--- config.mk ---
export PLATFORM = sky130hd
export DESIGN_NAME = length_framed_deframer_crc16
export DESIGN_NICKNAME = d
export VERILOG_FILES = /design/src/rtl/lfd_pkg.sv /design/src/rtl/length_framed_deframer_crc16.sv /design/src/rtl/lfd_parse.sv
export SDC_FILE = /design/constraint.sdc
export NUM_CORES = 1
export LEC_CHECK = 0
export ABC_CLOCK_PERIOD_IN_PS = 2100
export BUFFER_PORTS_ARGS = -buffer_cell sky130_fd_sc_hd__buf_2
export CAP_MARGIN = 20
export CORE_ASPECT_RATIO = 1.5
export CORE_MARGIN = 2
export CORE_UTILIZATION = 40
export CTS_BUF_LIST = sky130_fd_sc_hd__clkbuf_8
export CTS_CLUSTER_SIZE = 16
export DETAILED_ROUTE_END_ITERATION = 12
export PLACE_DENSITY = 0.65
export SYNTH_ARGS = -nofsm -noshare
export SYNTH_HDL_FRONTEND = slang
export SYNTH_SLANG_ARGS = --single-unit
--- constraint.sdc ---
create_clock -name aclk -period 2.1 [get_ports aclk]
set_clock_uncertainty 0.1 [all_clocks]
set_input_delay 0.105 -clock aclk [delete_from_list [all_inputs] [get_ports aclk]]
set_output_delay 0.105 -clock aclk [all_outputs]
set_load 0.005 [all_outputs]
--- src/rtl/lfd_pkg.sv ---
// Types, codes and the CRC-16 byte step of the length-framed deframer.
// No dependencies; imported by every module of the block.
`default_nettype none

package lfd_pkg;

    localparam logic [15:0] CRC_POLY = 16'h8005;
    localparam logic [15:0] CRC_INIT = 16'h0000;

    localparam int CFG_ADDR_W = 4;

    // configuration register indexes
    localparam logic [CFG_ADDR_W-1:0] REG_HEADER_FIRST   = 4'd0;
    localparam logic [CFG_ADDR_W-1:0] REG_HEADER_SECOND  = 4'd1;
    localparam logic [CFG_ADDR_W-1:0] REG_TRAILER_FIRST  = 4'd2;
    localparam logic [CFG_ADDR_W-1:0] REG_TRAILER_SECOND = 4'd3;

    localparam logic [7:0] HEADER_FIRST_RST   = 8'd222;
    localparam logic [7:0] HEADER_SECOND_RST  = 8'd173;
    localparam logic [7:0] TRAILER_FIRST_RST  = 8'd238;
    localparam logic [7:0] TRAILER_SECOND_RST = 8'd237;

    localparam logic RESULT_PAYLOAD = 1'b0;
    localparam logic RESULT_VERDICT = 1'b1;

    typedef enum logic [2:0] {
        V_OK      = 3'd0,
        V_SHORT   = 3'd1,
        V_HEADER  = 3'd2,
        V_TRAILER = 3'd3,
        V_CRC     = 3'd4
    } verdict_t;

    typedef enum logic [3:0] {
        PH_HDR1    = 4'd0,
        PH_HDR2    = 4'd1,
        PH_TYPE    = 4'd2,
        PH_LENH    = 4'd3,
        PH_LENL    = 4'd4,
        PH_PAYLOAD = 4'd5,
        PH_TRL1    = 4'd6,
        PH_TRL2    = 4'd7,
        PH_CRCH    = 4'd8,
        PH_CRCL    = 4'd9,
        PH_SKIP    = 4'd10
    } phase_t;

    typedef struct packed {
        logic [7:0] header_first;
        logic [7:0] header_second;
        logic [7:0] trailer_first;
        logic [7:0] trailer_second;
    } cfg_t;

    typedef struct packed {
        logic       valid;
        logic       kind;
        logic [7:0] frame_kind;
        logic [7:0] payload;
        verdict_t   verdict;
    } result_t;

    // MSB-first CRC-16, one byte per call
    function automatic logic [15:0] crc16_byte(input logic [15:0] crc, input logic [7:0] b);
        logic [15:0] c;
        c = crc ^ {b, 8'h00};
        for (int i = 0; i < 8; i++) begin
            c = c[15] ? ({c[14:0], 1'b0} ^ CRC_POLY) : {c[14:0], 1'b0};
        end
        return c;
    endfunction

endpackage

`default_nettype wire

--- src/rtl/length_framed_deframer_crc16.sv ---
// A result is registered and appears on the m_ side in the cycle after its item is accepted.
// Throughput: one byte per cycle while the m_ side does not stall; the parser state and
// the CRC-16 byte step update together, and the result register refills while it is being drained.
// Reset (aresetn low, synchronous): parser back to the first header byte, result
// register empty, header/trailer registers to 222, 173, 238, 237.
`default_nettype none

module length_framed_deframer_crc16
    import lfd_pkg::*;
(
    input  wire logic                  aclk,
    input  wire logic                  aresetn,
    input  wire logic                  cfg_wr_en,
    input  wire logic [CFG_ADDR_W-1:0] cfg_addr,
    input  wire logic [7:0]            cfg_wdata,
    input  wire logic                  s_valid,
    output logic                       s_ready,
    input  wire logic [7:0]            s_rx_byte,
    input  wire logic                  s_end_of_buffer,
    output logic                       m_valid,
    input  wire logic                  m_ready,
    output logic                       m_result_kind,
    output logic [7:0]                 m_frame_kind,
    output logic [7:0]                 m_payload_byte,
    output logic [2:0]                 m_verdict
);

    cfg_t    cfg_reg, cfg_next;
    result_t res;
    logic    accept;
    logic    m_valid_reg, m_valid_next;
    result_t out_reg;

    assign s_ready = !m_valid_reg || m_ready;
    assign accept  = s_valid && s_ready;

    always_comb begin
        cfg_next = cfg_reg;
        if (cfg_wr_en) begin
            unique case (cfg_addr)
                REG_HEADER_FIRST:   cfg_next.header_first   = cfg_wdata;
                REG_HEADER_SECOND:  cfg_next.header_second  = cfg_wdata;
                REG_TRAILER_FIRST:  cfg_next.trailer_first  = cfg_wdata;
                REG_TRAILER_SECOND: cfg_next.trailer_second = cfg_wdata;
                default:            cfg_next = cfg_reg;
            endcase
        end
    end

    lfd_parse u_parse (
        .aclk    (aclk),
        .aresetn (aresetn),
        .step_en (accept),
        .rx_byte (s_rx_byte),
        .eob     (s_end_of_buffer),
        .cfg     (cfg_reg),
        .res     (res)
    );

    always_comb begin
        m_valid_next = m_valid_reg;
        if (accept && res.valid) begin
            m_valid_next = 1'b1;
        end else if (m_ready) begin
            m_valid_next = 1'b0;
        end
    end

    always_ff @(posedge aclk) begin
        if (!aresetn) begin
            cfg_reg.header_first   <= HEADER_FIRST_RST;
            cfg_reg.header_second  <= HEADER_SECOND_RST;
            cfg_reg.trailer_first  <= TRAILER_FIRST_RST;
            cfg_reg.trailer_second <= TRAILER_SECOND_RST;
            m_valid_reg            <= 1'b0;
        end else begin
            cfg_reg     <= cfg_next;
            m_valid_reg <= m_valid_next;
        end
    end

    // result payload, loaded only when an item produces a result
    always_ff @(posedge aclk) begin
        if (accept && res.valid) begin
            out_reg <= res;
        end
    end

    assign m_valid        = m_valid_reg;
    assign m_result_kind  = out_reg.kind;
    assign m_frame_kind   = out_reg.frame_kind;
    assign m_payload_byte = out_reg.payload;
    assign m_verdict      = out_reg.verdict;

endmodule

`default_nettype wire

--- src/rtl/lfd_parse.sv ---
// Frame parser: phase state machine, running CRC and length counter.
// Uses lfd_pkg; produces at most one result per accepted item, combinationally.
`default_nettype none

module lfd_parse
    import lfd_pkg::*;
(
    input  wire logic       aclk,
    input  wire logic       aresetn,
    input  wire logic       step_en,
    input  wire logic [7:0] rx_byte,
    input  wire logic       eob,
    input  wire cfg_t       cfg,
    output result_t         res
);

    phase_t      phase_reg, phase_next;
    logic [7:0]  kind_reg, kind_next;
    logic [7:0]  len_hi_reg, len_hi_next;
    logic [15:0] left_reg, left_next;
    logic [15:0] crc_reg, crc_next;
    logic [7:0]  crch_reg, crch_next;

    logic        fault;
    verdict_t    fault_code;
    logic        have_payload;
    logic        short_buf;

    // next phase
    always_comb begin
        phase_next = phase_reg;
        unique case (phase_reg)
            PH_HDR1:    if (!fault) phase_next = PH_HDR2;
            PH_HDR2:    if (!fault) phase_next = PH_TYPE;
            PH_TYPE:    phase_next = PH_LENH;
            PH_LENH:    phase_next = PH_LENL;
            PH_LENL:    phase_next = ({len_hi_reg, rx_byte} != 16'd0) ? PH_PAYLOAD : PH_TRL1;
            PH_PAYLOAD: if (left_reg == 16'd1) phase_next = PH_TRL1;
            PH_TRL1:    if (!fault) phase_next = PH_TRL2;
            PH_TRL2:    if (!fault) phase_next = PH_CRCH;
            PH_CRCH:    phase_next = PH_CRCL;
            PH_CRCL:    phase_next = PH_SKIP;
            PH_SKIP:    phase_next = PH_SKIP;
            default:    phase_next = phase_reg;
        endcase
        if (fault) begin
            phase_next = PH_SKIP;
        end
        if (eob) begin
            phase_next = PH_HDR1;
        end
    end

    // datapath and result
    always_comb begin
        kind_next    = kind_reg;
        len_hi_next  = len_hi_reg;
        left_next    = left_reg;
        crc_next     = crc_reg;
        crch_next    = crch_reg;
        fault        = 1'b0;
        fault_code   = V_OK;
        have_payload = 1'b0;
        unique case (phase_reg)
            PH_HDR1: begin
                kind_next   = 8'd0;
                len_hi_next = 8'd0;
                left_next   = 16'd0;
                crch_next   = 8'd0;
                crc_next    = CRC_INIT;
                if (rx_byte != cfg.header_first) begin
                    fault      = 1'b1;
                    fault_code = V_HEADER;
                end else begin
                    crc_next = crc16_byte(CRC_INIT, rx_byte);
                end
            end
            PH_HDR2: begin
                if (rx_byte != cfg.header_second) begin
                    fault      = 1'b1;
                    fault_code = V_HEADER;
                end else begin
                    crc_next = crc16_byte(crc_reg, rx_byte);
                end
            end
            PH_TYPE: begin
                kind_next = rx_byte;
                crc_next  = crc16_byte(crc_reg, rx_byte);
            end
            PH_LENH: begin
                len_hi_next = rx_byte;
                crc_next    = crc16_byte(crc_reg, rx_byte);
            end
            PH_LENL: begin
                left_next = {len_hi_reg, rx_byte};
                crc_next  = crc16_byte(crc_reg, rx_byte);
            end
            PH_PAYLOAD: begin
                crc_next     = crc16_byte(crc_reg, rx_byte);
                left_next    = left_reg - 16'd1;
                have_payload = 1'b1;
            end
            PH_TRL1: begin
                if (rx_byte != cfg.trailer_first) begin
                    fault      = 1'b1;
                    fault_code = V_TRAILER;
                end else begin
                    crc_next = crc16_byte(crc_reg, rx_byte);
                end
            end
            PH_TRL2: begin
                if (rx_byte != cfg.trailer_second) begin
                    fault      = 1'b1;
                    fault_code = V_TRAILER;
                end else begin
                    crc_next = crc16_byte(crc_reg, rx_byte);
                end
            end
            PH_CRCH: begin
                crch_next = rx_byte;
            end
            PH_CRCL: begin
                fault      = 1'b1;
                fault_code = ({crch_reg, rx_byte} == crc_reg) ? V_OK : V_CRC;
            end
            PH_SKIP: begin
            end
            default: begin
            end
        endcase

        // buffer ran out mid-frame: short verdict replaces a payload item, but a fault verdict wins
        short_buf = eob && !fault && (phase_reg != PH_SKIP);

        res.frame_kind = kind_next;
        if (fault || short_buf) begin
            res.valid   = 1'b1;
            res.kind    = RESULT_VERDICT;
            res.payload = 8'd0;
            res.verdict = short_buf ? V_SHORT : fault_code;
        end else if (have_payload) begin
            res.valid   = 1'b1;
            res.kind    = RESULT_PAYLOAD;
            res.payload = rx_byte;
            res.verdict = V_OK;
        end else begin
            res.valid   = 1'b0;
            res.kind    = RESULT_PAYLOAD;
            res.payload = 8'd0;
            res.verdict = V_OK;
        end
    end

    always_ff @(posedge aclk) begin
        if (!aresetn) begin
            phase_reg  <= PH_HDR1;
            kind_reg   <= 8'd0;
            len_hi_reg <= 8'd0;
            left_reg   <= 16'd0;
            crc_reg    <= CRC_INIT;
            crch_reg   <= 8'd0;
        end else if (step_en) begin
            phase_reg  <= phase_next;
            kind_reg   <= kind_next;
            len_hi_reg <= len_hi_next;
            left_reg   <= left_next;
            crc_reg    <= crc_next;
            crch_reg   <= crch_next;
        end
    end

endmodule

`default_nettype wire

==> out/metrics.yaml, run 1 <==
global_routing:
  grt-busiest-layer: "met2"
  grt_use_met2_pct: 38.6
  grt_pass1_vias: 5570
  antenna_found_initial: 0
  grt_use_met1_pct: 24.1
  groute.layer.met3.usage_pct: 4.11
  grt_pass1_wl_um: 27900
  overflow: 0
  track_usage_pct: 21.5
  grt_max_degree: 59
route:
  drt_iter0_drc: 303
  ant_nets: 0
  vias_per_cell: 5.46
  vias: 5467
  routed_wl_um: 17200
  wl_per_cell_um: 17.2
  first_pass_iters: 5
  drc_errors: 0
floorplan:
  io_pins: 48
  die_y_um: 155
  initial_core_util_pct: 40.8
  core_sq_mm: 0.0150
  row_count: 55
  die-area_sq_mm: 0.0163
  die_x_um: 105
timing:
  max_freq_ghz: 0.469
  final.period_utilization_pct: 102
  final_max_slew_viol_count: 0
  rsz0062_at_grt: "yes"
  hold_ws_ns: 0.0757
  hold_viol: 0
  setup_viol: 2
  setup_slack_ns: -0.0327
  worstMarginPinSlew_ns: 0.569
  setup_tns_ns: -0.0342
  slew_headroom_pct: 61.7
  post-route-min-period_ns: 2.13
clocking:
  clock_latency_ns: 0.45
  root_buffer: "clkbuf_8"
  h-tree-depth: 4
  cts_tree: "done"
  cts_buffers: 17
  clock_path_buffers: 2
  path_clk_slew_ns: 0.08
  cts.sinks: 113
place:
  numPortBuffers: 47
  gp_congestion: 0.843
  pre_cts_ws_ns: -0.166
  dpl.hpwl_um: 12000
worst_setup_path:
  end_kind: "register"
  cp.arrival_ns: 2.41
  worst-setup-path-type: "register to register"
  r2r_cells: 8
  cp.required_ns: 2.37
  worstPathMaxFanout: 2
  startpoint_type: "register"
final_layout:
  multi_input_area_sq_mm: 0.00359
  area_delta_synth_final_pct: 28.4
  nFillCells: 1405
  antenna_cells: 0
  nets: 821
  seqCellArea_sq_mm: 0.00248
  largest_reg_flops: 32
  drive_gt1_share_pct: 27.1
synthesis:
  synth-edff-count: 20
  synth_top_area_share_pct: 30.4
  synth-seq-cells: 113
  synth_area_leaders: "dfxtp_1 30%, edfxtp_1 9.8%, xnor2_1 8.0%"
  syn_inst: 666
  synth_common_cells: "93 x dfxtp_1, 82 x nand2_1, 56 x xnor2_1"
  synth_cell_types: 64
  synth.most_common_cell: "dfxtp_1"
  syn-cell-area_sq_mm: 0.00612
  ys_warn_count: 0
  synth_ff_type: "dfxtp_1"
  synthArstFlopShare_pct: 0
  synth_seq_area_share_pct: 40.3
  avgSynthCellArea_sq_um: 9.18
  synth_area_leader_cell: "dfxtp_1"
  mappedNetlistNets: 698
power_and_ir_drop:
  p_seq_share_pct: 43.0
  vdd_drop_max_v: 0.000398
  intPower_mw: 3.87
  p_leak_nw: 3.04
  clock_power_share_pct: 37.7
  power_switching_mw: 1.60
  p_comb_share_pct: 19.3
  power_switching_share_pct: 29.3
  power_density_mw_per_mm2: 696
run_status:
  status: "finished, violations left"
  violations: "setup timing"
run:
  maxCapViolations: 0
min_path:
  hp-class: "input pin to register"
  whs_path_depth: 4
metrics by stage:
stage / cells / utilization (%) / instance area (sq um) / total power, mW
after floorplan: 666 / - / 6120 / 2.99
after detailed placement: 947 / 46.8 / 7020 / 3.32
final: 1001 / 52.3 / 7850 / 5.47
after CTS: 999 / 51.4 / 7710 / 5.46
after global placement: 947 / 46.8 / 7020 / 3.30
after global routing: 1001 / 52.3 / 7850 / 5.68
cell families after synthesis:
| group | Yosys count | share of synthesized area (%) |
|---|---|---|
| flip-flops | 113 | 40.3 |
| buffers and inverters | 57 | 4.32 |
| adder cells (fa/ha/maj) | 6 | 1.23 |
| AO/OA/AOI/OAI | 122 | 14.4 |
| XOR/XNOR | 81 | 12.6 |
| AND/OR/NAND/NOR | 262 | 23.2 |
| multiplexers | 25 | 4.09 |
final cells by class:
| cell class | instances | share of cell area, % |
|---|---|---|
| repair buffers | 145 | 13.9 |
| clock inverters | 15 | 2.04 |
| flip-flops and latches | 113 | 31.5 |
| clock buffers | 17 | 2.98 |
| inverters | 13 | 0.621 |
| well taps | 199 | 3.17 |
| multi-input cells | 499 | 45.7 |
path summary, 6_finish.rpt:
check / endpoint / startpoint / slack, ns
hold reg to reg: u_parse.kind_reg[6]$_SDFFE_PN0P_ / u_parse.kind_reg[6]$_SDFFE_PN0P_ / 0.37
setup reg to reg: u_parse.phase_reg[2]$_SDFFE_PN0P_ / cfg_reg[16]$_SDFFE_PN1P_ / -0.03
hold / removal: u_parse.crch_reg[6]$_SDFFE_PN0P_ / s_rx_byte[6] / 0.08
setup / recovery: u_parse.phase_reg[2]$_SDFFE_PN0P_ / cfg_reg[16]$_SDFFE_PN1P_ / -0.03
layer usage:
| metal | vias up | part of all wire, % |
|---|---|---|
| li1 | 2602 | - |
| met1 | 2642 | 41 |
| met2 | 175 | 52 |
| met3 | 48 | 4.1 |
| met4 | 0 | 3.7 |
| met5 | - | 0 |
worst max-delay path, stage by stage, from the launching register on:
cell	delay [ns]
dfxtp_2	0.33
xor2_1	0.16
nor4_2	0.33
a2111o_2	0.22
buf_6	0.10
nand4_4	0.08
buf_6	0.15
or4b_1	0.47
a21boi_1	0.13
power by group through the flow:
stage / clock network [mW] / logic (mW) / registers [mW]
after global placement: 0 / 0.914 / 2.39
after global routing: 2.18 / 1.14 / 2.36
after detailed placement: 0 / 0.929 / 2.39
after CTS: 2.10 / 1.02 / 2.35
final: 2.06 / 1.05 / 2.35
after floorplan: 0 / 0.600 / 2.39
cells in the final DEF (no fill, tap or decap), drive strengths merged, types with 24 or more instances in the layout:
cell type	Yosys	final
nand2	82	82
nand3	29	29
a21boi	28	28
mux2i	25	25
nor2b	24	24
buf	17	131
nor2	26	26
dfxtp	93	93
xnor2	58	58
what timing repair did:
action,4_1_cts,5_1_grt
buffers inserted,3,1
hold endpoints to repair,45,10
pin swaps,11,4
hold buffers,12,1
gates cloned,5,0
endpoints found under the setup margin,33,49
resized for setup,14,32
Power figures use the tool's default switching activity.
==> run 2, diff against run 1 <==
- ABC_AREA: not set -> 1
==> out/metrics.yaml, run 2 <==
clocking:
  path_clk_slew_ns: 0.07  # about the same
  root_buffer: "clkbuf_8"
  cts_buffers: 17  # unchanged
  cts.sinks: 113  # unchanged
  clock_path_buffers: 2  # unchanged
  clock_latency_ns: 0.45  # about the same
  h-tree-depth: 4  # unchanged
  cts_tree: "done"
timing:
  slew_headroom_pct: 52.4  # -9.3 points
  post-route-min-period_ns: 2.09  # -0.0377 ns
  setup_viol: 0  # -2
  hold_viol: 0  # unchanged
  final_max_slew_viol_count: 0  # unchanged
  setup_slack_ns: 0.00500  # +0.0377 ns
  max_freq_ghz: 0.477  # +1.8%
  final.period_utilization_pct: 99.8  # -1.8 points
  rsz0062_at_grt: "yes"
  worstMarginPinSlew_ns: 0.713  # +0.144 ns
final_layout:
  area_delta_synth_final_pct: 26.2
  antenna_cells: 0  # unchanged
  fin_util_pct: 51.6  # -0.72 points
  drive_gt1_share_pct: 21.9  # -5.2 points
  nFillCells: 1388  # -1.2%
  mostFrequentLayoutCells: "167 x nand2_1, 88 x dfxtp_1, 85 x inv_1, 67 x a21oi_1, 64 x nand3_1"
  largest_reg_flops: 32  # unchanged
  nets: 957  # +17%
  final_common_cell: "nand2_1"
min_path:
  hp-class: "input pin to register"
  hold_start: "s_rx_byte[2]"
floorplan:
  die_x_um: 104  # -1.4%
  row_count: 54  # -1.8%
  core_sq_mm: 0.0145  # -3.2%
  initial_core_util_pct: 40.9  # +0.12 points
  die_y_um: 153  # -1.4%
  io_pins: 48  # unchanged
  die-area_sq_mm: 0.0159  # -2.8%
worst_setup_path:
  setup.worst_path.start: "cfg_reg[13]$_SDFFE_PN1P_"
  worstPathMaxFanout: 8  # +6
  end_kind: "register"
  r2r-start: "cfg_reg[13]$_SDFFE_PN1P_"
  cp.required_ns: 2.30  # -0.07 ns
  cp.arrival_ns: 2.29  # -0.12 ns
  startpoint_type: "register"
  worst-setup-path-type: "register to register"
run_status:
  status: "complete, no violations"
global_routing:
  track_usage_pct: 22.1  # +0.61 points
  grt_pass1_wl_um: 27800  # -0.42%
  grt_max_degree: 50  # -15%
  grt_pass1_vias: 5638  # +1.2%
  antenna_found_initial: 0  # unchanged
  overflow: 0  # unchanged
route:
  wl_per_cell_um: 15.4  # -11%
  vias_per_cell: 5.15  # -5.7%
  vias: 5843  # +6.9%
  routed_wl_um: 17400  # +1.1%
  top_layer: "met4"
  wl_met1_um: 6900  # -1.4%
  wl_met2_um: 9390  # +5.4%
  ant_nets: 0  # unchanged
  first_pass_iters: 5  # unchanged
  drt_iter0_drc: 300  # -0.99%
  drc_errors: 0  # unchanged
  wl_met3_um: 595  # -15%
synthesis:
  synth_top_area_share_pct: 31.3  # +0.90 points
  synthArstFlopShare_pct: 0  # unchanged
  synth_seq_area_share_pct: 41.4  # +1.2 points
  syn-cell-area_sq_mm: 0.00594  # -2.9%
  synth.most_common_cell: "nand2_1"
  synth-edff-count: 20  # unchanged
  synth_area_leaders: "dfxtp_1 31%, nand2_1 11%, edfxtp_1 10%"
  mappedNetlistNets: 836  # +20%
  synth_common_cells: "176 x nand2_1, 93 x dfxtp_1, 89 x inv_1"
  syn_inst: 804  # +21%
  synth_cell_types: 48  # -25%
  ys_warn_count: 0  # unchanged
  synth_ff_type: "dfxtp_1"
  synth-seq-cells: 113  # unchanged
  synth_area_leader_cell: "dfxtp_1"
  avgSynthCellArea_sq_um: 7.39  # -20%
power_and_ir_drop:
  vdd_drop_max_v: 0.000427  # +7.2%
  power_density_mw_per_mm2: 874  # +26%
  total_power_mw: 6.56  # +20%
  p_leak_nw: 3.33  # +9.6%
place:
  dpl.hpwl_um: 12600  # +5.0%
  gp_congestion: 0.921  # +9.2%
  pre_cts_ws_ns: -0.0143  # +0.152 ns
  numPortBuffers: 47  # unchanged
run:
  maxCapViolations: 0  # unchanged
-- run 2: changes by cell type after synthesis, moves of 25 or more --
| cell | change |
|---|---|
| o21ai_0 | +38 |
| nor2_1 | +39 |
| a21oi_1 | +52 |
| inv_1 | +76 |
| mux2i_1 | -25 |
| xnor2_1 | -27 |
| nand3_1 | +37 |
| nand2_1 | +94 |
-- run 2: final cells by class --
class	count	area, sq um	area share, %
Sequential cell	113	2470	32.9
Timing Repair Buffer	128	951	12.7
Tap cell	196	245	3.27
Multi-Input combinational cell	568	3060	40.8
Clock buffer	18	248	3.30
Inverter	97	372	4.95
Clock inverter	14	154	2.05
-- run 2: timing repair --
action                                  4_1_cts  5_1_grt
gates cloned                                  0        1
hold buffers                                 12        0
buffers inserted                              4        9
resized for setup                             0       47
pin swaps                                     2       13
endpoints found under the setup margin       32       46
endpoints found under the hold margin        41        0
-- run 2: power breakdown --
group	internal (mW)	switching, mW
registers	2.42	0.134
clock network	1.10	1.02
logic	0.776	1.10
total	4.30	2.26
-- run 2: kinds of logic after synthesis --
kind of cell | Yosys count | synth area share [%]
compound gates | 170 | 16.3
xor+xnor | 47 | 7.18
fa+ha+maj | 6 | 1.26
buf+inv | 123 | 8.70
flops | 113 | 41.4
simple gates | 345 | 25.1
-- run 2: critical path: stages, from the launching register on --
cell and delay (ns):
dfxtp_2 0.33, xnor2_1 0.14, nand3_1 0.11, o41ai_2 0.38, nand2_1 0.18, nor2_4 0.17
nand3_4 0.12, buf_12 0.16, buf_6 0.14, nand2_1 0.06, a21oi_1 0.06
-- run 2: routing by layer --
metal	global-route usage (%)	vias to the layer above
met3	3.41	38
met2	42.5	140
li1	-	2913
met1	23.6	2752
met5	0	-
met4	9.40	0
-- run 2: metrics by stage --
| step | hold WS (ns) | setup TNS (ns) | cell area, sq um | std cells |
|---|---|---|---|---|
| finish | 0.0388 | 0 | 7500 | 1134 |
| global route | 0.0421 | -1.02 | 7500 | 1134 |
| CTS | 0.0221 | 0 | 7260 | 1124 |
| detailed placement | 0.284 | -0.0429 | 6710 | 1076 |
| global placement | 0.279 | 0 | 6710 | 1076 |
| floorplan | 0.118 | 0 | 5940 | 804 |
-- run 2: final timing paths --
| check | to | slack [ns] | cells past startpoint |
|---|---|---|---|
| setup / recovery | u_parse.crc_reg[13]$_SDFFE_PN0P_ | 0.005 | 10 |
| hold / removal | m_payload_byte[2]$_SDFFCE_PP0P_ | 0.04 | 3 |
| setup reg to reg | u_parse.crc_reg[13]$_SDFFE_PN0P_ | 0.005 | 10 |
| hold reg to reg | cfg_reg[9]$_SDFFE_PN1P_ | 0.37 | 2 |
